[config.mk]
export PLATFORM = sky130hd
export DESIGN_NAME = imufds_fifo
export DESIGN_NICKNAME = d
export VERILOG_FILES = /design/src/hw/rtl/imufds_pkg.sv /design/src/hw/rtl/imufds_fifo.sv
export SDC_FILE = /design/constraint.sdc
export NUM_CORES = 1
export LEC_CHECK = 0
export ABC_AREA = 1
export ABC_CLOCK_PERIOD_IN_PS = 7700
export BUFFER_PORTS_ARGS = -buffer_cell sky130_fd_sc_hd__buf_2
export CAP_MARGIN = 20
export CORE_MARGIN = 2
export CORE_UTILIZATION = 30
export CTS_CLUSTER_SIZE = 12
export DETAILED_ROUTE_END_ITERATION = 8
export MAX_ROUTING_LAYER = met4
export REMOVE_ABC_BUFFERS = 1
export SETUP_SLACK_MARGIN = 0.3
export SYNTH_ARGS = -nofsm -noshare
export SYNTH_HDL_FRONTEND = slang
export SYNTH_SLANG_ARGS = --single-unit
[constraint.sdc]
create_clock -name clk -period 7.7 [get_ports clk]
set_input_delay 0.77 -clock clk [delete_from_list [all_inputs] [get_ports clk]]
set_output_delay 0.77 -clock clk [all_outputs]
set_load 0.01 [all_outputs]
[src/hw/rtl/imufds_pkg.sv]
package imufds_pkg;

	// Frame layout
	localparam int FRAME_LEN = 20;
	localparam int FILL_W = 5;
	localparam logic [7:0] TRAILER_NL = 8'h0A;
	localparam logic [7:0] TRAILER_NUL = 8'h00;

	// Byte offsets inside a frame
	localparam int ACC_POS = 2;
	localparam int GYR_POS = 8;
	localparam int MAJOR_POS = 14;
	localparam int MINOR_POS = 16;

	// Configuration register indexes
	localparam int CFG_IDX_W = 8;
	localparam logic [CFG_IDX_W-1:0] REG_EPOCH_OFFSET = 8'd0;
	localparam logic [CFG_IDX_W-1:0] REG_ACCEL_GAIN = 8'd1;
	localparam logic [CFG_IDX_W-1:0] REG_GYRO_GAIN = 8'd2;

	// Register reset values
	localparam logic [31:0] EPOCH_OFFSET_RST = 32'd1678364100;
	localparam logic [23:0] ACCEL_GAIN_RST = 24'd5141509;
	localparam logic [23:0] GYRO_GAIN_RST = 24'd4575276;

	// Minor tick to nanoseconds: minor * 50000 / 3, divide by 3 as reciprocal
	localparam logic [15:0] NS_PER_TICK_X3 = 16'd50000;
	localparam logic [31:0] RECIP3 = 32'hAAAAAAAB;
	localparam int RECIP3_SHIFT = 33;

	// Default depth of the frame queue
	localparam int FIFO_DEPTH_DEF = 2;

	localparam int OUT_DATA_W = 208;

	// Raw fields of one frame, handed from the deframer to the scaler
	typedef struct packed {
		logic signed [15:0] acc_x;
		logic signed [15:0] acc_y;
		logic signed [15:0] acc_z;
		logic signed [15:0] gyr_x;
		logic signed [15:0] gyr_y;
		logic signed [15:0] gyr_z;
		logic [15:0] major;
		logic [15:0] minor;
	} raw_frame_t;

	// Configuration seen by the scaler
	typedef struct packed {
		logic [31:0] epoch_offset;
		logic [23:0] accel_gain;
		logic [23:0] gyro_gain;
	} cfg_t;

endpackage

[src/hw/rtl/imufds_fifo.sv]
module imufds_fifo #(
	parameter int DEPTH = imufds_pkg::FIFO_DEPTH_DEF
) (
	input  logic                     clk,
	input  logic                     arst_n,
	input  logic                     push,
	input  imufds_pkg::raw_frame_t   push_data,
	output logic                     full,
	input  logic                     pop,
	output imufds_pkg::raw_frame_t   pop_data,
	output logic                     empty
);

	localparam int PW = (DEPTH > 1) ? $clog2(DEPTH) : 1;
	localparam int CW = $clog2(DEPTH + 1);

	imufds_pkg::raw_frame_t mem_q [DEPTH];
	logic [PW-1:0] wr_ptr_q;
	logic [PW-1:0] rd_ptr_q;
	logic [CW-1:0] count_q;
	logic do_push;
	logic do_pop;

	assign full = (count_q == CW'(DEPTH));
	assign empty = (count_q == '0);
	assign do_push = push && !full;
	assign do_pop = pop && !empty;
	assign pop_data = mem_q[rd_ptr_q];

	// Storage
	always_ff @(posedge clk) begin
		if (do_push) begin
			mem_q[wr_ptr_q] <= push_data;
		end
	end

	// Pointers and occupancy
	always_ff @(posedge clk or negedge arst_n) begin
		if (!arst_n) begin
			wr_ptr_q <= '0;
			rd_ptr_q <= '0;
			count_q <= '0;
		end else begin
			if (do_push) begin
				wr_ptr_q <= (wr_ptr_q == PW'(DEPTH - 1)) ? '0 : wr_ptr_q + 1'b1;
			end
			if (do_pop) begin
				rd_ptr_q <= (rd_ptr_q == PW'(DEPTH - 1)) ? '0 : rd_ptr_q + 1'b1;
			end
			if (do_push && !do_pop) begin
				count_q <= count_q + 1'b1;
			end else if (do_pop && !do_push) begin
				count_q <= count_q - 1'b1;
			end
		end
	end

endmodule

# Word level (Yosys, flattened, before mapping)
# Memories as Yosys holds them, arrays and structs flattened.
# Index checks and enable logic that the tools add are counted.
# classes
n_addsub,4
n_eq_ne,1
n_mux,6
n_reduce_logical,10
# op_table
op,n
1-bit logical AND,4
1-bit zero test,4
1-bit two-way mux,4
2-bit two-way mux,2
"1-bit adder, second input constant",2
"2-bit by 1-bit adder with 2-bit output, second input constant",1
"2-bit == test, second input constant",1
2-bit zero test,1
2-bit nonzero test,1
"2-bit by 1-bit subtractor with 2-bit output, second input constant",1
# word_totals
reg_bits,4
ram_bits,256
input_bits,132
output_inout_bits,130
memories,1
# mem_list
name,words,word_bits,rd,rd_clocked_by_memory_dff,wr,line_no,rtl
mem_q,2,128,1,0,1,imufds_fifo.sv:17,imufds_pkg::raw_frame_t mem_q [DEPTH];

# Longest topological paths before layout
# Gate-level depths: netlist of run 1.
# depth
ltp_word,7
mapped_depth,9

# Worst setup path before layout of run 1
# Ideal clock, no wire load.
# synth_timing
path_type,input -> register
start,in push
end,"mem mem_q[1][0] in the netlist's numbering, enable pin"
setup_ns,0.617
arrival_time_ns,6.194
required_ns,7.083
path_slack_ns,0.889
cell_stages,2
cell_sequence,o21ai_0 > nor2_1
# synth_between
elab_chain_len,3
# synth_lines
element,line_no,rtl
from (decl),imufds_fifo.sv:6,"input logic push,"
1-bit logical AND,imufds_fifo.sv:26,assign do_push = push && !full;
1-bit two-way mux,imufds_fifo.sv:32,if (do_push) begin
1-bit two-way mux (not written as such),imufds_fifo.sv:33,mem_q[wr_ptr_q] <= push_data;
to (decl),imufds_fifo.sv:17,
# No other way between the ends.

==> out/results.ini, run 1 <==
[synth]
synth_top_family_by_area=simple AND/OR/NAND/NOR gates
synth-simple-area-share_pct=15.9
synth_warnings=0
yosys.area.top_type=edfxtp_1
synth_area_leaders=edfxtp_1 81%, nand2_1 16%, buf_2 1.3%
syn-cell-area_um2=9500
synth_adder_area_share_pct=0.132
ys_types=15
netlist_instances=700
avgSynthCellArea_um2=13.6
yosys_register_bits=260
synth_top_area_share_pct=80.9
synth_compound_area_share_pct=0.105
synth-seq-area-share_pct=82.0
synthMuxAreaShare_pct=0
synthXorXnorAreaFrac_pct=0.0922

[outcome]
status=finished, final reports clean

[clocking]
cts_tree=done
clk_pin_slew_worst_paths_ps=60
cts_made_buffers=28
cts_setup_buffers=0
clockRootBuffer=clkbuf_16
cts_hold_buf=0
clock_latency_ps=530
clock_sinks=260
cts_max_level=1
cts-resized-gates=0
clockBufferDepth=3

[grt]
grt_pass1_vias=5906
overflow=0
grt_antenna_before_repair=2
grt_max_degree=81
grt_pass1_wl_um=32000
grtUsageTotal_pct=12.7

[floorplan]
core_area_um2=31400
start_util_pct=30.3
boundaryPins=262
die_h_um=182
rows=65
die_w_um=182
die_area_um2=33100

[drt]
antenna_left=0
vias_per_cell=4.25
drc=0
firstDrtPassIters=4
wl_um=21100
drt_iter0_drc=325
wire_per_inst_um=15.1
vias=5913

[sta]
slew_viol_final=0
period_share_pct=48.4
holdWs_ps=44.4
relSlewSlack_pct=36.5
grt_setup_unrepaired=no
timing.setup.tns_ps=0
report.final.setup_viol=0
worst_pin_slew_ps=953
period_needed_ps=3730
finClkSkew_ps=10.3
hold_violations=0
timing.fmax_ghz=0.268

[pwr]
p_sw_share_pct=33.3
p_switching_w=0.00157
pwr-share-clk_pct=27.3
power_frac_comb_pct=29.3
power_density_nw_per_um2=389
ir_worst_vdd_uv=187
internal_power_w=0.00314
p_seq_share_pct=43.4
leakagePower_nw=5.16

[layout]
final_design_area_no_fill_um2=12100
areaGrowthSynthToFinish_pct=27.6
multi_input_area_um2=1550
ff_latch_area_um2=7790
fillers=3042
final_layout_size_suffix_gt1_share_pct=31.3
finish.net_count=1101

[setup_path]
cp.required_ps=6930
max_stage_delay_ps=700
path_cells=inv_4 -> buf_4 -> nand2_1 -> nand2_1 -> buf_2
crit_fanout=74
cpMaxStageDelayCell=dfrtp_4
cp_num_cells=5
criticalPathCategory=flop to output pin
critPathBufInv=3
cp_common_cell=nand2_1
cp-end-kind=output pin
r2r_cells=6
critical_path_arrival_ps=2960
cp-start-kind=flop
crit_family=buffers and inverters

[place]
hpwl_um=13500
gp_congestion=0.783
placed_cell_area_um2=11200
numPortBuffers=261

[run]
max_cap_violations=0

[hold_path]
hold_class=input pin to asynchronous set/reset pin

[worst register-to-register path: stages, from the launching register on]
cell     delay [ps]
dfrtp_1         400
inv_1           100
nor2_1           60
nor2_1          150
nand2_1         150
inv_6           460
buf_4           820
[final timing paths]
kind	endpoint	slack (ps)	from
worst max-delay path	pop_data[60]	3970	rd_ptr_q$_DFFE_PN0P_
worst min-delay path	wr_ptr_q$_DFFE_PN0P_	40	arst_n
worst max register to register	mem_q[0][4]$_DFFE_PP_	5100	count_q[1]$_DFFE_PN0P_
worst min register to register	wr_ptr_q$_DFFE_PN0P_	490	wr_ptr_q$_DFFE_PN0P_
max in group asynchronous	rd_ptr_q$_DFFE_PN0P_	7510	arst_n
min in group clk	mem_q[1][31]$_DFFE_PP_	430	push_data[31]
[kinds of logic (layout without fill, tap and decap cells)]
group / count (synthesis) / count (layout)
compound gates: 2 / 2
other cells: 0 / 2
xor+xnor: 1 / 1
fa+ha+maj: 1 / 1
simple gates: 400 / 400
buf+inv: 36 / 324
flops: 260 / 260
[cell usage in the layout, fill, tap and decap left out, drive strengths merged]
cell,n
clkbuf,43
nand4,1
nand3,1
o21ai,2
nand2,393
dfrtp,4
ha,1
diode,2
edfxtp,256
bufinv,1
nand3b,1
inv,9
clkinv,4
nor2,4
clkinvlp,1
buf,266
xnor2,1
[flip-flops by register name (all words and copies together), names as in the netlist]
register / cells
wr_ptr_q: 1
mem_q: 256
count_q: 2
rd_ptr_q: 1
[power by group through the flow]
| stage | combinational [W] | sequential, W | clock, W |
|---|---|---|---|
| after floorplan | 0.000766 | 0.00213 | 0 |
| after global placement | 0.00141 | 0.00207 | 0 |
| after detailed placement | 0.00142 | 0.00208 | 0 |
| after CTS | 0.00142 | 0.00205 | 0.00132 |
| after global routing | 0.00156 | 0.00208 | 0.00138 |
| final | 0.00138 | 0.00205 | 0.00129 |
[synth_stat cells (all sizes together)]
| cell | n |
|---|---|
| nand3 | 1 |
| edfxtp | 256 |
| ha | 1 |
| nor2 | 4 |
| dfrtp | 4 |
| inv | 8 |
| nand4 | 1 |
| clkbuf | 1 |
| buf | 27 |
| o21ai | 2 |
| nand2 | 393 |
| nand3b | 1 |
| xnor2 | 1 |
[metal layers]
metal  up-vias  track usage [%]  wire, µm
li1       2899                -         -
met1      2745             15.8      8820
met2       216             20.0      9850
met3        53             3.55      1610
met4         0             4.77       803
met5         -                -         0
[cell type report]
cell class / instances / share of cell area, %
diodes: 2 / 0.0413
clock buffers: 43 / 6.83
clock inverters: 7 / 0.526
inverters: 8 / 0.310
multi-input cells: 404 / 12.8
flip-flops and latches: 260 / 64.3
well taps: 402 / 4.15
repair buffers: 266 / 11.1
[per-stage QoR]
stage               utilization (%)  setup slack (ps)  power, W  std cells
finish                         38.6              3970   0.00472       1392
global route                   38.6              3700   0.00502       1392
CTS                            38.6              3850   0.00480       1390
detailed placement             35.8              4440   0.00350       1340
global placement               35.8              4480   0.00349       1340
floorplan                         -               889   0.00289        672
No activity file was read; power rests on OpenSTA's default activity.
==> run 2: changes to the inputs <==
Settings changed: ABC_CLOCK_PERIOD_IN_PS 7700 to 3800.
Clock period 7.7 ns to 3.8 ns, I/O delays scaled along.
==> run 2 against run 1 <==
Compared with the run above:
- largest power group unchanged
- clock skew down 1.7 ps
- clock power up 97%
- utilization up 0.97 points
- sequential power up 98%
- die area unchanged
- wire length about the same
- largest cell class unchanged
- clock-buffer cell count down 6
- combinational power up 120%
- sequential cell count unchanged
- via count up 2.0%
==> out/results.ini, run 2 (same netlist as run 1, synthesis figures left out) <==
[drt]
drc=0  ; unchanged
wire_per_inst_um=14.8  ; -2.0%
wl_um=21100  ; about the same
drt_iter0_drc=282  ; -13%
vias_per_cell=4.24  ; -0.17%
firstDrtPassIters=4  ; unchanged
antenna_left=0  ; unchanged
vias=6030  ; +2.0%

[layout]
areaGrowthSynthToFinish_pct=30.8
final_common_cell=nand2_1
largest_register_ffs=256  ; unchanged
regMostFlops=mem_q
largest_registers=mem_q (256), count_q (2)
finish.net_count=1131  ; +2.7%
final_layout_size_suffix_gt1_share_pct=30.1  ; -1.2 points
final_design_area_no_fill_um2=12400  ; +2.5%
final_cell_mix=393 x nand2_1, 261 x buf_2, 256 x edfxtp_1

[clocking]
clockBufferDepth=3  ; unchanged
cts_max_level=1  ; unchanged
clock_sinks=260  ; unchanged
clockRootBuffer=clkbuf_16
cts_made_buffers=28  ; unchanged
cts_tree=done
cts_setup_buffers=0  ; unchanged
clk_pin_slew_worst_paths_ps=60  ; about the same
clock_latency_ps=530  ; about the same

[sta]
period_needed_ps=2550
period_share_pct=67.1
slew_viol_final=0  ; unchanged
report.final.setup_viol=0  ; unchanged
worst_pin_slew_ps=838  ; -115 ps
relSlewSlack_pct=44.1  ; +7.7 points
finClkSkew_ps=8.53  ; -1.75 ps
grt_setup_unrepaired=no
fin_ws_ps=1250  ; -2720 ps
holdWs_ps=38.8  ; -5.60 ps
hold_violations=0  ; unchanged
timing.fmax_ghz=0.392

[place]
placed_cell_area_um2=11300  ; +0.40%
hpwl_um=12700  ; -5.9%
numPortBuffers=261  ; unchanged
dpl_worst_slack_ps=1570  ; -2870 ps
gp_congestion=0.751  ; -4.1%

[setup_path]
criticalPathCategory=flop to output pin
crit_fanout=69  ; -6.8%
cp-start-kind=flop
cp.required_ps=3420  ; -3510 ps
rrSetupSlack_ps=1540  ; -3560 ps
cp-end-kind=output pin
setup.worst_path.start=rd_ptr_q$_DFFE_PN0P_
critical_path_arrival_ps=2170  ; -790 ps
timing.rr.start=count_q[1]$_DFFE_PN0P_
r2r_cells=6  ; unchanged

[floorplan]
start_util_pct=30.3  ; unchanged
die_h_um=182  ; unchanged
die_area_um2=33100  ; unchanged
boundaryPins=262  ; unchanged
rows=65  ; unchanged
core_area_um2=31400  ; unchanged
die_w_um=182  ; unchanged

[grt]
grt_pass1_vias=6025  ; +2.0%
grt_pass1_wl_um=32100  ; about the same
grtUsageTotal_pct=12.6  ; -0.12 points
overflow=0  ; unchanged
grt_antenna_before_repair=4  ; +2
grt_max_degree=127  ; +57%

[hold_path]
hold_class=input pin to flop
worstHoldStart=push_data[117]
min_path_cells=1

[pwr]
finalPower_w=0.00958  ; +100%
leakagePower_nw=5.28  ; +2.3%
ir_worst_vdd_uv=663  ; +250%
power_density_nw_per_um2=771  ; +98%

[outcome]
status=finished, final reports clean

[run]
max_cap_violations=0  ; unchanged

run 2: area by class of cell:
| class | instances | area (µm²) |
|---|---|---|
| Sequential cell | 260 | 7790 |
| Antenna cell | 4 | 10.0 |
| Inverter | 8 | 37.5 |
| Multi-Input combinational cell | 404 | 1550 |
| Timing Repair Buffer | 296 | 1680 |
| Fill cell | 2984 | 19000 |
| Clock buffer | 37 | 756 |
| Clock inverter | 11 | 101 |
| Tap cell | 402 | 503 |
run 2: timing repair:
action                                 4_1_cts  5_1_grt
endpoints found under the hold margin       44       13
gates resized for setup                      0        0
hold buffers                                22        7
run 2: final timing paths:
| kind | to |
|---|---|
| hold / removal | mem_q[1][117]$_DFFE_PP_ |
| setup reg to reg | mem_q[0][95]$_DFFE_PP_ |
| setup / recovery | pop_data[78] |
| hold reg to reg | wr_ptr_q$_DFFE_PN0P_ |
| max in group asynchronous | rd_ptr_q$_DFFE_PN0P_ |
| min in group asynchronous | count_q[0]$_DFFE_PN0P_ |
run 2: metrics by stage:
stage	TNS [ps]	utilization, %	std cells
floorplan	-409490	-	672
global placement	0	35.9	1341
detailed placement	0	35.9	1341
CTS	0	39.3	1411
global route	0	39.6	1422
finish	0	39.6	1422
run 2: where the power goes:
part | internal (W) | switching [W]
sequential | 0.00391 | 0.000143
clock | 0.00152 | 0.00102
combinational | 0.000948 | 0.00204
run 2: critical path, stage by stage (launching register included):
cell and delay (ps):
dfrtp_4 500, inv_4 380, buf_12 330, nand2_1 80, nand2_1 110, buf_2 140
run 2: routing by layer:
layer | up-vias | wire (µm) | share of wire [%] | global-route usage, %
li1 | 2965 | - | - | -
met1 | 2801 | 8980 | 43 | 15.6
met2 | 205 | 9910 | 47 | 19.7
met3 | 59 | 1440 | 6.8 | 3.33
met4 | 0 | 762 | 3.6 | 5.39
met5 | - | 0 | 0 | -
