**src/hw/rtl/imufds_pkg.sv**
```systemverilog
package imufds_pkg;

	// Frame layout
	localparam int FRAME_LEN = 20;
	localparam int FILL_W = 5;
	localparam logic [7:0] TRAILER_NL = 8'h0A;
	localparam logic [7:0] TRAILER_NUL = 8'h00;

	// Byte offsets inside a frame
	localparam int ACC_POS = 2;
	localparam int GYR_POS = 8;
	localparam int MAJOR_POS = 14;
	localparam int MINOR_POS = 16;

	// Configuration register indexes
	localparam int CFG_IDX_W = 8;
	localparam logic [CFG_IDX_W-1:0] REG_EPOCH_OFFSET = 8'd0;
	localparam logic [CFG_IDX_W-1:0] REG_ACCEL_GAIN = 8'd1;
	localparam logic [CFG_IDX_W-1:0] REG_GYRO_GAIN = 8'd2;

	// Register reset values
	localparam logic [31:0] EPOCH_OFFSET_RST = 32'd1678364100;
	localparam logic [23:0] ACCEL_GAIN_RST = 24'd5141509;
	localparam logic [23:0] GYRO_GAIN_RST = 24'd4575276;

	// Minor tick to nanoseconds: minor * 50000 / 3, divide by 3 as reciprocal
	localparam logic [15:0] NS_PER_TICK_X3 = 16'd50000;
	localparam logic [31:0] RECIP3 = 32'hAAAAAAAB;
	localparam int RECIP3_SHIFT = 33;

	// Default depth of the frame queue
	localparam int FIFO_DEPTH_DEF = 2;

	localparam int OUT_DATA_W = 208;

	// Raw fields of one frame, handed from the deframer to the scaler
	typedef struct packed {
		logic signed [15:0] acc_x;
		logic signed [15:0] acc_y;
		logic signed [15:0] acc_z;
		logic signed [15:0] gyr_x;
		logic signed [15:0] gyr_y;
		logic signed [15:0] gyr_z;
		logic [15:0] major;
		logic [15:0] minor;
	} raw_frame_t;

	// Configuration seen by the scaler
	typedef struct packed {
		logic [31:0] epoch_offset;
		logic [23:0] accel_gain;
		logic [23:0] gyro_gain;
	} cfg_t;

endpackage

```
**src/hw/rtl/imufds_front.sv**
```systemverilog
module imufds_front (
	input  logic                     clk,
	input  logic                     arst_n,
	input  logic                     in_valid,
	input  logic [7:0]               in_byte,
	input  logic                     q_full,
	output logic                     in_ready,
	output logic                     push,
	output imufds_pkg::raw_frame_t   push_data
);

	localparam int LAST = imufds_pkg::FRAME_LEN - 1;

	logic [7:0] win_q [imufds_pkg::FRAME_LEN];
	logic [imufds_pkg::FILL_W-1:0] fill_q;
	logic accept;
	logic hit;
	logic [7:0] frame_b [imufds_pkg::FRAME_LEN];

	assign in_ready = !q_full;
	assign accept = in_valid && in_ready;

	// Window as it stands once this byte is in: newest byte last
	always_comb begin
		for (int i = 0; i < LAST; i++) begin
			frame_b[i] = win_q[i+1];
		end
		frame_b[LAST] = in_byte;
	end

	// Full window with the newline, nul trailer
	assign hit = accept && (fill_q == imufds_pkg::FILL_W'(LAST))
		&& (win_q[LAST] == imufds_pkg::TRAILER_NL)
		&& (in_byte == imufds_pkg::TRAILER_NUL);

	// Byte shift line
	always_ff @(posedge clk) begin
		if (accept) begin
			for (int i = 0; i < LAST; i++) begin
				win_q[i] <= win_q[i+1];
			end
			win_q[LAST] <= in_byte;
		end
	end

	// Fill count saturates one short of a frame; a hit empties the window
	always_ff @(posedge clk or negedge arst_n) begin
		if (!arst_n) begin
			fill_q <= '0;
		end else if (accept) begin
			if (hit) begin
				fill_q <= '0;
			end else if (fill_q != imufds_pkg::FILL_W'(LAST)) begin
				fill_q <= fill_q + 1'b1;
			end
		end
	end

	// Field extraction: words big-endian, counters little-endian
	assign push = hit;
	assign push_data.acc_x = {frame_b[imufds_pkg::ACC_POS], frame_b[imufds_pkg::ACC_POS+1]};
	assign push_data.acc_y = {frame_b[imufds_pkg::ACC_POS+2], frame_b[imufds_pkg::ACC_POS+3]};
	assign push_data.acc_z = {frame_b[imufds_pkg::ACC_POS+4], frame_b[imufds_pkg::ACC_POS+5]};
	assign push_data.gyr_x = {frame_b[imufds_pkg::GYR_POS], frame_b[imufds_pkg::GYR_POS+1]};
	assign push_data.gyr_y = {frame_b[imufds_pkg::GYR_POS+2], frame_b[imufds_pkg::GYR_POS+3]};
	assign push_data.gyr_z = {frame_b[imufds_pkg::GYR_POS+4], frame_b[imufds_pkg::GYR_POS+5]};
	assign push_data.major = {frame_b[imufds_pkg::MAJOR_POS+1], frame_b[imufds_pkg::MAJOR_POS]};
	assign push_data.minor = {frame_b[imufds_pkg::MINOR_POS+1], frame_b[imufds_pkg::MINOR_POS]};

endmodule

```
**config.mk**
```make
export PLATFORM = sky130hd
export DESIGN_NAME = imufds_front
export DESIGN_NICKNAME = d
export VERILOG_FILES = /design/src/hw/rtl/imufds_pkg.sv /design/src/hw/rtl/imufds_front.sv
export SDC_FILE = /design/constraint.sdc
export NUM_CORES = 1
export LEC_CHECK = 0
export ABC_AREA = 1
export BUFFER_PORTS_ARGS = -buffer_cell sky130_fd_sc_hd__clkbuf_2
export CELL_PAD_IN_SITES_DETAIL_PLACEMENT = 0
export CELL_PAD_IN_SITES_GLOBAL_PLACEMENT = 2
export CORE_UTILIZATION = 36
export CTS_CLUSTER_SIZE = 14
export DETAILED_ROUTE_END_ITERATION = 16
export PLACE_DENSITY = 0.87
export SLEW_MARGIN = 20
export SYNTH_ARGS = -nofsm -noshare
export SYNTH_HDL_FRONTEND = slang
export SYNTH_SLANG_ARGS = --single-unit
```
**constraint.sdc**
```tcl
create_clock -name clk -period 1.9 [get_ports clk]
set_clock_uncertainty 0.1 [all_clocks]
set_input_delay 0.095 -clock clk [delete_from_list [all_inputs] [get_ports clk]]
set_output_delay 0.095 -clock clk [all_outputs]
set_load 0.01 [all_outputs]
```
# == After elaboration in Yosys (flattened, before gate mapping) ==
# Memory sizes are Yosys's and may differ from the RTL's.
# Index checks and enable logic that the tools add are counted.
# word_totals
latch_bits,0
regBits,5
word_cells,18
mem_bits_ro,0
inputBits,12
ramBits,160
out_inout_bits,130
n_memories,1
# mem_list
name,words,width,read_ports,rd_clocked_by_memory_dff,wr,line,rtl
win_q,20,8,19,0,20,imufds_front.sv:14,logic [7:0] win_q [imufds_pkg::FRAME_LEN];
# op_classes
magnitude_cmp,0
reduce_logical,8
multipliers,0
n_shift,0
n_addsub,1
n_div,0
mux,4
bitwise,0
n_eq_ne,3
# ops
operator,n
5-bit 2-to-1 mux,2
8-bit by 4-bit == test with 1-bit output (second input constant),1
8-bit logical NOT,1
5-bit by 1-bit adder with 5-bit output (second input constant),1
5-bit == test (second input constant),1
5-bit != test (second input constant),1
1-bit logical AND,4
1-bit 2-to-1 mux,2
2-bit AND reduction,1
2-bit nonzero test,1
1-bit logical NOT,1

# == Depth between registers and ports, before layout ==
# Gate-level depths: netlist (run 1).
# logic_depth
depth_word,7
depth_mapped,10

# == Worst setup path after synthesis (run 1) ==
# No wires, ideal clock.
# synth_timing
path_kind,input to register
startpoint,input q_full
endpoint,memory win_q[3][0] (netlist: win_q[0][24]) (enable)
arrival_ns,3.062
setup_time_ns,0.495
setup_slack_ns,-1.758
n_path_buf,0
stages,3
cell_sequence,inv_1 -> nand2_1 -> inv_1
# synth_lines
element,line,rtl
from (decl),imufds_front.sv:6,"input logic q_full,"
to (decl),imufds_front.sv:14,

# == Final worst setup path (run 1) ==
# layout_timing
startpoint,register fill_q[0] in the netlist's numbering
endpoint,output push
# layout_via
elab_chain_len,4
# layout_lines
element,line,rtl
from (decl),imufds_front.sv:15,logic [imufds_pkg::FILL_W-1:0] fill_q;
from (signal assigned),imufds_front.sv:54,fill_q <= fill_q + 1'b1;
5-bit == test,imufds_front.sv:32,assign hit = accept && (fill_q == imufds_pkg::FILL_W'(LAST))
1-bit logical AND,imufds_front.sv:32,
1-bit logical AND,imufds_front.sv:33,&& (win_q[LAST] == imufds_pkg::TRAILER_NL)
1-bit logical AND,imufds_front.sv:34,&& (in_byte == imufds_pkg::TRAILER_NUL);
to (decl),imufds_front.sv:8,"output logic push,"
# No other way between the ends.

==> impl_metrics.csv, run 1 <==
group,metric,value,unit
logic_synthesis,ys_async_sr_fraction,3.546,%
cells_and_area,synthToLayoutAreaGrowth,33.66,%
logic_synthesis,ys_seq_area_share,90.43,%
sta,rsz0062_at_grt,"true",
sta,finalMaxSlewViolations,0,
worst_setup_path,cp-end-kind,"primary output",
floorplan,ioPinCount,142,
logic_synthesis,yosys.area.top_type,"edfxtp_1",
global_route,grt_use_total,13.00,%
pwr,swShare,20.86,%
sta,period_share,94.78,%
logic_synthesis,synth_area,4654,um^2
logic_synthesis,yosys.cell_types.count,16,
logic_synthesis,synth_area_leaders,"edfxtp_1 (88%), buf_4 (3.9%), dfrtp_1 (2.7%), nand2_1 (1.3%), nor2_1 (0.97%)",
logic_synthesis,synth_top_area_share,87.74,%
global_route,grt_pass1_vias,2358,
floorplan,start_util,36.88,%
floorplan,fp.dieW,115.7,um
pwr,p_sw,0.001490,W
sta,fmax,555.3,MHz
sta,holdWs,0.09375,ns
global_route,grt.overflow.total,0,
logic_synthesis,synthTopCellsByCount,"edfxtp_1 (136), buf_4 (24), nand2_1 (16)",
detailed_routing,post_drt_wl_per_cell,14.98,um
pwr,power,0.007146,W
sta,setup_violations,0,
worst_setup_path,worstPathMaxFanout,6,
place,portBuffers,141,
sta,worst_pin_slew,0.4708,ns
floorplan,core_area,12620,um^2
worst_setup_path,cp.arrival,1.61,ns
floorplan,fp.dieArea,13390,um^2
sta,hold_viol_final,0,
detailed_routing,drt_iter0_markers,117,
detailed_routing,drc,0,
cells_and_area,fin_cells,559,
logic_synthesis,yosys_most_used_dff,"edfxtp_1",
clocking,ctsRootBufferMaster,"clkbuf_16",
global_route,antenna_found_initial,0,
sta,min_period,1.801,ns
logic_synthesis,postSynthCellCount,219,
cells_and_area,diodes,0,
pwr,ir_worst_vdd,0.5917,mV
clocking,cts_buffers,17,
floorplan,rows,41,
worst_setup_path,critPathLaunchType,"flop",
detailed_routing,vias,2412,
global_route,grt_pass1_wl,12190,um
floorplan,die_h,115.7,um
detailed_routing,viasPerCell,4.315,
logic_synthesis,syn_avg_cell_area,21.25,um^2
logic_synthesis,synth-edff-count,136,
clocking,ctsLongestPathBuffers,2,
logic_synthesis,yosys_warnings,0,
logic_synthesis,yosysMostFrequentCell,"edfxtp_1",
cells_and_area,drive_gt1_share,48.32,%
pwr,seq_power_share,51.4,%
clocking,cts_tree,"done",
pwr,power_density,1149,nW/um^2
job,maxCapViolCount,0,
outcome,outcome,"completed",
pwr,internal-power,0.005655,W
detailed_routing,wirelength,8372,um
global_route,grt_max_degree,36,
place,gp_congestion,0.7043,
clocking,h-tree-depth,4,
place,hpwl,5730,um
detailed_routing,ant_nets,0,
worst_hold_path,min_path_type,"in2reg",
detailed_routing,dr.pass1.iters,4,
worst_setup_path,required,1.70,ns
worst_setup_path,crit_type,"reg2out",
clocking,clock_latency,0.42,ns
clocking,clk_pin_slew,0.06,ns
logic_synthesis,syn-num-nets,232,
logic_synthesis,ys_ff_latch,141,
pwr,leakage,2.451,nW
cells_and_area,num-nets-final,388,
sta,setup-tns-final,0,ns
pwr,power_frac_clock,42.7,%
place,dpl.cell_count,515,
pwr,combPwrFrac,5.9,%
clocking,clock_sinks,141,
sta,relSlewSlack,68.55,%
per-layer routing:
| layer | track usage [%] | wire (um) | up-vias |
|---|---|---|---|
| li1 | - | - | 1103 |
| met1 | 14.11 | 3391 | 1174 |
| met2 | 20.28 | 3958 | 121 |
| met3 | 6.590 | 838 | 14 |
| met4 | 8.205 | 184 | 0 |
| met5 | 0 | 0 | - |
sequential cells by signal, summed over array words and instances (netlist names):
name	cells
win_q	136
fill_q	5
worst max-delay path, cell delays in order, from the launching register on:
cell     delay, ns
dfrtp_1       0.37
ha_2          0.20
nand2_2       0.05
inv_2         0.06
nand2_4       0.06
inv_2         0.07
nand4_1       0.10
nor3_2        0.12
buf_2         0.15
kinds of logic after synthesis:
family	after synthesis	share of synthesized area, %
AND/OR/NAND/NOR	42	4.220
buffers and inverters	32	4.516
adder cells (fa/ha/maj)	1	0.2688
flip-flops	141	90.43
XOR/XNOR	3	0.5646
power groups by stage:
stage	logic [W]	clock network, W	registers (W)
5_1_grt	0.000466	0.00323	0.00369
3_3_place_gp	0.000360	0	0.00373
2_1_floorplan	0.000171	0	0.00376
4_1_cts	0.000412	0.00312	0.00368
6_report	0.000419	0.00305	0.00368
3_5_place_dp	0.000363	0	0.00374
worst paths after layout:
check                                    end  depth (start not counted)  slack (ns)         from
worst min register to register  win_q[2][30]                          0        0.34  win_q[3][6]
worst max register to register     fill_q[1]                         10        0.43    fill_q[0]
max in group asynchronous          fill_q[3]                          3        0.98       arst_n
worst max-delay path                    push                          8         0.1    fill_q[0]
min in group asynchronous          fill_q[0]                          3        0.52       arst_n
worst min-delay path               fill_q[4]                          6        0.09     in_valid
area by class of cell:
type | instances | area, um^2
Fill cell | 1085 | 6399
Sequential cell | 141 | 4209
Timing Repair Buffer | 161 | 943.4
Clock buffer | 22 | 444.2
Multi-Input combinational cell | 46 | 266.5
Tap cell | 172 | 215.2
Clock inverter | 9 | 96.34
Inverter | 8 | 46.29
through the flow:
step	util (%)	cell area, um^2	setup WS (ns)
CTS	49.24	6213	0.02874
detailed placement	43.92	5543	0.3639
global placement	43.92	5543	0.3940
global route	49.30	6221	-0.01530
floorplan	-	4687	-0.8648
finish	49.30	6221	0.09926
what timing repair did:
action                     4_1_cts  5_1_grt
setup endpoints to repair        1        1
pin swaps                        1        0
hold endpoints to repair        13        0
hold buffers                    10        0
setup buffers                    3        0
resized for setup                3        4
cell usage in the layout, fill, tap and decap left out:
master         instances
nand3b_1               1
bufinv_16              2
nand2_4                2
inv_12                 1
nand2_2                2
nor2_1                12
nor2_2                 1
nand2_1               14
buf_4                  5
dlygate4sd3_1         10
nand2_8                1
ha_2                   1
inv_2                  2
nor3_2                 1
edfxtp_1             136
buf_12                 5
xor2_1                 3
dfrtp_1                5
clkinv_1               3
clkinvlp_4             3
clkbuf_16             17
nand3_2                1
nand4_1                3
nand3_1                4
clkbuf_1               5
clkbuf_2             140
inv_1                  4
buf_2                  1
clkinv_2               2
Power figures use the tool's default switching activity.
==> run 2: changes to the inputs <==
REMOVE_ABC_BUFFERS = 1   (was unset)
==> run 2 against run 1 <==
Effect of this change:
- via count shrank 1.1%
- highest routed layer unchanged
- critical path depth shrank 2
- hold slack gained 0.13 ns
- sequential cell count is the same
- largest power group unchanged
- final cell count is the same
- fmax shrank 1.4%
- setup slack lost 0.026 ns
- register-to-register slack lost 0.08 ns
- critical endpoint unchanged
- cell area grew 0.70%
- count of clock-buffer cells in the layout shrank 5
==> impl_metrics.csv, run 2 (synthesis gave the netlist of run 1 again) <==
group,metric,value,unit
detailed_routing,dr.pass1.iters,6,
sta,holdWs,0.2191,ns
sta,setup-tns-final,0,ns
worst_setup_path,cpMaxStageDelayCell,"dfrtp_1",
global_route,grt.overflow.total,0,
worst_setup_path,crit_buf_inv,2,
pwr,power,0.007585,W
floorplan,fp.dieArea,13390,um^2
worst_hold_path,hold_depth,6,
worst_setup_path,r2r-start,"fill_q[2]",
sta,worst_pin_slew,0.2970,ns
place,gp_congestion,0.7241,
outcome,outcome,"completed",
clocking,clk_pin_slew,0.06,ns
global_route,antenna_found_initial,0,
floorplan,start_util,36.88,%
pwr,combPwrFrac,5.7,%
clocking,cts_tree,"done",
cells_and_area,regMostFlops,"win_q",
global_route,grt_max_degree,50,
cells_and_area,reg_top3,"win_q x136, fill_q x5",
worst_setup_path,cp-end-kind,"primary output",
worst_setup_path,r2r-end,"fill_q[3]",
pwr,power_frac_clock,45.8,%
place,dpl.cell_count,512,
worst_setup_path,max_stage_delay,0.44,ns
worst_setup_path,critPathLaunchType,"flop",
sta,setup_violations,0,
clocking,clock_latency,0.41,ns
cells_and_area,seq_area,4209,um^2
cells_and_area,nFillCells,1072,
pwr,swShare,20.04,%
pwr,power_density,1211,nW/um^2
worst_hold_path,min_to,"fill_q[4]",
detailed_routing,wirelength,8393,um
sta,rsz0062_at_grt,"true",
worst_setup_path,worstPathMaxFanout,5,
detailed_routing,wl_met1,3464,um
cells_and_area,multi_input_area,265.3,um^2
sta,period_share,96.14,%
global_route,grt_pass1_wl,12250,um
worst_setup_path,cp.arrival,1.63,ns
place,hpwl,5603,um
worst_hold_path,min_from,"in_valid",
detailed_routing,ant_nets,0,
worst_setup_path,ff2ff_setup_slack,0.35,ns
detailed_routing,drt_iter0_markers,138,
worst_setup_path,ff2ff_path_depth,9,
cells_and_area,diodes,0,
worst_setup_path,critical_path.top_delay_family,"simple AND/OR/NAND/NOR gates",
global_route,grt_pass1_vias,2293,
worst_setup_path,cp-startpoint,"fill_q[2]",
worst_setup_path,required,1.70,ns
clocking,ctsLongestPathBuffers,2,
floorplan,core_area,12620,um^2
sta,finalMaxSlewViolations,0,
cells_and_area,fin_cells,559,
pwr,leakage,2.488,nW
place,portBuffers,141,
floorplan,ioPinCount,142,
worst_setup_path,path_cells,"nor2_2 > nand2_4 > inv_4 > nand4_1 > nor3_2 > buf_2",
detailed_routing,drc,0,
pwr,p_sw,0.001520,W
clocking,cts_buffers,17,
sta,hold_viol_final,0,
pwr,seq_power_share,48.6,%
cells_and_area,final_cell_mix,"clkbuf_2 (140), edfxtp_1 (136), clkbuf_16 (17), nand2_1 (15)",
worst_hold_path,min_path_type,"in2reg",
cells_and_area,final_common_cell,"clkbuf_2",
detailed_routing,wl_met2,3790,um
detailed_routing,viasPerCell,4.267,
cells_and_area,largest_register_ffs,136,
sta,min_period,1.827,ns
detailed_routing,highest_layer,"met4",
floorplan,die_h,115.7,um
job,maxCapViolCount,0,
detailed_routing,vias,2385,
detailed_routing,post_drt_wl_per_cell,15.01,um
clocking,h-tree-depth,4,
global_route,grt_use_total,13.05,%
worst_setup_path,crit_type,"reg2out",
cells_and_area,num-nets-final,387,
floorplan,rows,41,
sta,fmax,547.5,MHz
cells_and_area,synthToLayoutAreaGrowth,34.60,%
pwr,ir_worst_vdd,0.6304,mV
cells_and_area,drive_gt1_share,49.61,%
sta,relSlewSlack,80.20,%
floorplan,fp.dieW,115.7,um
pwr,internal-power,0.006065,W
clocking,ctsRootBufferMaster,"clkbuf_16",
clocking,clock_sinks,141,
detailed_routing,wl_met3,1009,um
run 2: routing by layer:
metal	vias up	GRT usage, %
li1	1104	-
met1	1139	14.66
met2	130	19.96
met3	12	8.002
met4	0	5.641
met5	-	0
run 2: layout make-up:
cell class	count	area share, %
tap	172	3.435
clock buffer	17	6.790
multi-input combinational	46	4.234
inverter	8	0.5992
clock inverter	15	3.215
sequential	141	67.19
timing repair buffer	160	14.54
run 2: worst max-delay path by stage:
| stage | end | cells after the start |
|---|---|---|
| 2_1_floorplan | win_q[0][24] | 3 |
| 3_3_place_gp | push | 8 |
| 3_5_place_dp | push | 8 |
| 4_1_cts | push | 8 |
| 5_1_grt | push | 6 |
| 6_report | push | 6 |
run 2: what timing repair did:
item | in CTS | in global routing
setup buffers | 2 | 3
cloned | 0 | 0
hold buffers | 10 | 0
setup endpoints to repair | 1 | 1
gates resized for setup | 3 | 8
pin swaps | 0 | 2
endpoints found under the hold margin | 13 | 0
run 2: through the flow:
step	setup slack, ns	instance area [um^2]	utilization (%)
after floorplan	-1.758	4474	-
final	0.07341	6265	49.64
after CTS	0.01477	6217	49.27
after global placement	0.4249	5468	43.33
after detailed placement	0.3470	5468	43.33
after global routing	-0.03433	6265	49.64
run 2: worst reg2reg max path, cell delays in order (launching register included):
cell	delay, ns
dfrtp_1	0.44
nor2_2	0.19
nand2_4	0.09
buf_4	0.15
nor2_2	0.09
nand3_2	0.11
nand2_2	0.11
nand2_4	0.06
nand2_1	0.06
nand2_1	0.05
run 2: power groups by stage:
| stage | registers [W] | clock network [W] | logic [W] |
|---|---|---|---|
| 2_1_floorplan | 0.00378 | 0 | 0.000139 |
| 3_3_place_gp | 0.00373 | 0 | 0.000343 |
| 3_5_place_dp | 0.00374 | 0 | 0.000344 |
| 4_1_cts | 0.00367 | 0.00356 | 0.000385 |
| 5_1_grt | 0.00370 | 0.00369 | 0.000477 |
| 6_report | 0.00368 | 0.00347 | 0.000430 |
==> run 3: changes to the inputs <==
CORE_UTILIZATION = 35   (was 36)
PLACE_DENSITY = 0.85   (was 0.87)
==> run 3 against run 2 <==
Effect of this change:
- non-clock buffer count shrank 3
- sequential power is essentially flat
- first-iteration DRC count grew 20%
- count of clock-buffer cells in the layout grew 2
- hold slack lost 0.013 ns
- setup slack gained 0.062 ns
- sequential cell count is the same
- register-to-register slack gained 0.12 ns
- fmax grew 3.5%
- clock power shrank 3%
==> impl_metrics.csv, run 3 (synthesis gave the netlist of run 1 again) <==
group,metric,value,unit
outcome,outcome,"completed",
global_route,grt_max_degree,51,
pwr,leakage,2.453,nW
worst_setup_path,worstPathMaxFanout,6,
detailed_routing,dr.pass1.iters,4,
global_route,antenna_found_initial,0,
cells_and_area,synthToLayoutAreaGrowth,33.28,%
clocking,ctsLongestPathBuffers,2,
clocking,clock_sinks,141,
clocking,h-tree-depth,4,
cells_and_area,drive_gt1_share,48.18,%
floorplan,fp.dieArea,13760,um^2
cells_and_area,reg_top3,"win_q x136, fill_q x5",
cells_and_area,final_common_cell,"clkbuf_2",
pwr,power_density,1200,nW/um^2
clocking,ctsRootBufferMaster,"clkbuf_16",
sta,fmax,566.7,MHz
worst_setup_path,r2r-end,"fill_q[3]",
sta,relSlewSlack,82.22,%
worst_hold_path,min_path_type,"in2reg",
global_route,grt_pass1_vias,2396,
floorplan,die_h,117.3,um
clocking,clock_latency,0.42,ns
sta,setup_violations,0,
worst_setup_path,cp-end-kind,"primary output",
cells_and_area,final_cell_mix,"clkbuf_2 (140), edfxtp_1 (136), clkbuf_16 (17), nand2_1 (16), nor2_1 (11)",
worst_setup_path,cp.arrival,1.57,ns
detailed_routing,vias,2365,
floorplan,fp.dieW,117.3,um
place,hpwl,5512,um
floorplan,ioPinCount,142,
clocking,cts_buffers,17,
global_route,grt_pass1_wl,12820,um
worst_hold_path,hold_depth,6,
worst_setup_path,ff2ff_setup_slack,0.47,ns
worst_setup_path,cp_common_cell,"inv_2",
global_route,grt.overflow.total,0,
sta,rsz0062_at_grt,"false",
sta,min_period,1.765,ns
sta,worst_pin_slew,0.2667,ns
clocking,cts_tree,"done",
cells_and_area,nFillCells,1063,
worst_setup_path,critPathLaunchType,"flop",
detailed_routing,post_drt_wl_per_cell,14.90,um
worst_setup_path,crit_type,"reg2out",
job,maxCapViolCount,0,
detailed_routing,drc,0,
cells_and_area,largest_register_ffs,136,
cells_and_area,final_core_util,48.57,%
cells_and_area,diodes,0,
worst_setup_path,cpMaxStageDelayCell,"dfrtp_1",
global_route,grt_use_total,12.88,%
worst_setup_path,required,1.70,ns
floorplan,rows,41,
worst_setup_path,ff2ff_path_depth,10,
worst_hold_path,min_to,"fill_q[4]",
worst_setup_path,max_stage_delay,0.35,ns
cells_and_area,regMostFlops,"win_q",
place,portBuffers,141,
detailed_routing,drt_iter0_markers,165,
sta,period_share,92.88,%
floorplan,core_area,12770,um^2
sta,hold_viol_final,0,
worst_setup_path,r2r-start,"fill_q[0]",
place,gp_congestion,0.8090,
pwr,ir_worst_vdd,0.5406,mV
floorplan,start_util,36.44,%
cells_and_area,num-nets-final,384,
sta,finalMaxSlewViolations,0,
worst_setup_path,path_cells,"ha_2 > nand2_1 > inv_2 > nand2_4 > inv_2 > nand4_1 > nor3_2 > buf_2",
clocking,clk_pin_slew,0.05,ns
detailed_routing,viasPerCell,4.254,
worst_hold_path,min_from,"in_valid",
sta,holdWs,0.2058,ns
detailed_routing,ant_nets,0,
detailed_routing,wirelength,8286,um
[run 3: power by group]
group | leakage, nW | switching (W) | internal [W]
combinational | 0.826 | 0.000231 | 0.000168
clock | 0.285 | 0.00120 | 0.00218
sequential | 1.34 | 0.0000979 | 0.00357
[run 3: cell type report]
type                    count  area [um^2]  area share [%]
clock buffers              19        432.9           6.979
repair buffers            157        888.4           14.32
inverters                   8        35.03          0.5647
flip-flops and latches    141         4209           67.85
multi-input cells          46        250.2           4.034
clock inverters            13        172.7           2.783
well taps                 172        215.2           3.469
[run 3: per-stage QoR]
step                      power (W)  instances  setup WS, ns  cell area (um^2)  setup TNS, ns
after global placement     0.004066        511        0.4244              5460              0
after floorplan            0.003914        195        -1.758              4474        -247.38
final                      0.007446        556        0.1352              6203              0
after detailed placement   0.004081        511        0.3640              5460              0
after global routing       0.007707        556      0.007634              6203              0
after CTS                  0.007535        556       0.02710              6198              0
[run 3: timing repair]
item / CTS / global route
pin swaps: 2 / 1
setup buffers: 3 / 0
hold endpoints to repair: 13 / 0
endpoints found under the setup margin: 1 / 1
hold buffers: 10 / 0
gates resized for setup: 5 / 2
[run 3: worst max path at each step]
stage	from	endpoint	slack, ns	cells after the start
floorplan	q_full	win_q[0][24]	-1.76	3
global placement	fill_q[0]	push	0.42	8
detailed placement	fill_q[0]	fill_q[3]	0.36	10
CTS	fill_q[0]	push	0.03	8
global route	fill_q[1]	push	0.008	8
finish	fill_q[0]	push	0.14	8
[run 3: worst max-delay path: cells and delay by family, from the launching register on]
kind | cells | cell delay, ns
AND/OR/NAND/NOR | 4 | 0.33
adder cells (fa/ha/maj) | 1 | 0.18
buffers and inverters | 3 | 0.30
flip-flops | 1 | 0.35
[run 3: per-layer routing]
metal  GRT usage (%)  up-vias  share of wire (%)
met5               0        -                  0
met3           6.761       16                 11
li1                -     1095                  -
met1           14.84     1127                 41
met4           7.062        0                2.0
met2           19.27      127                 45
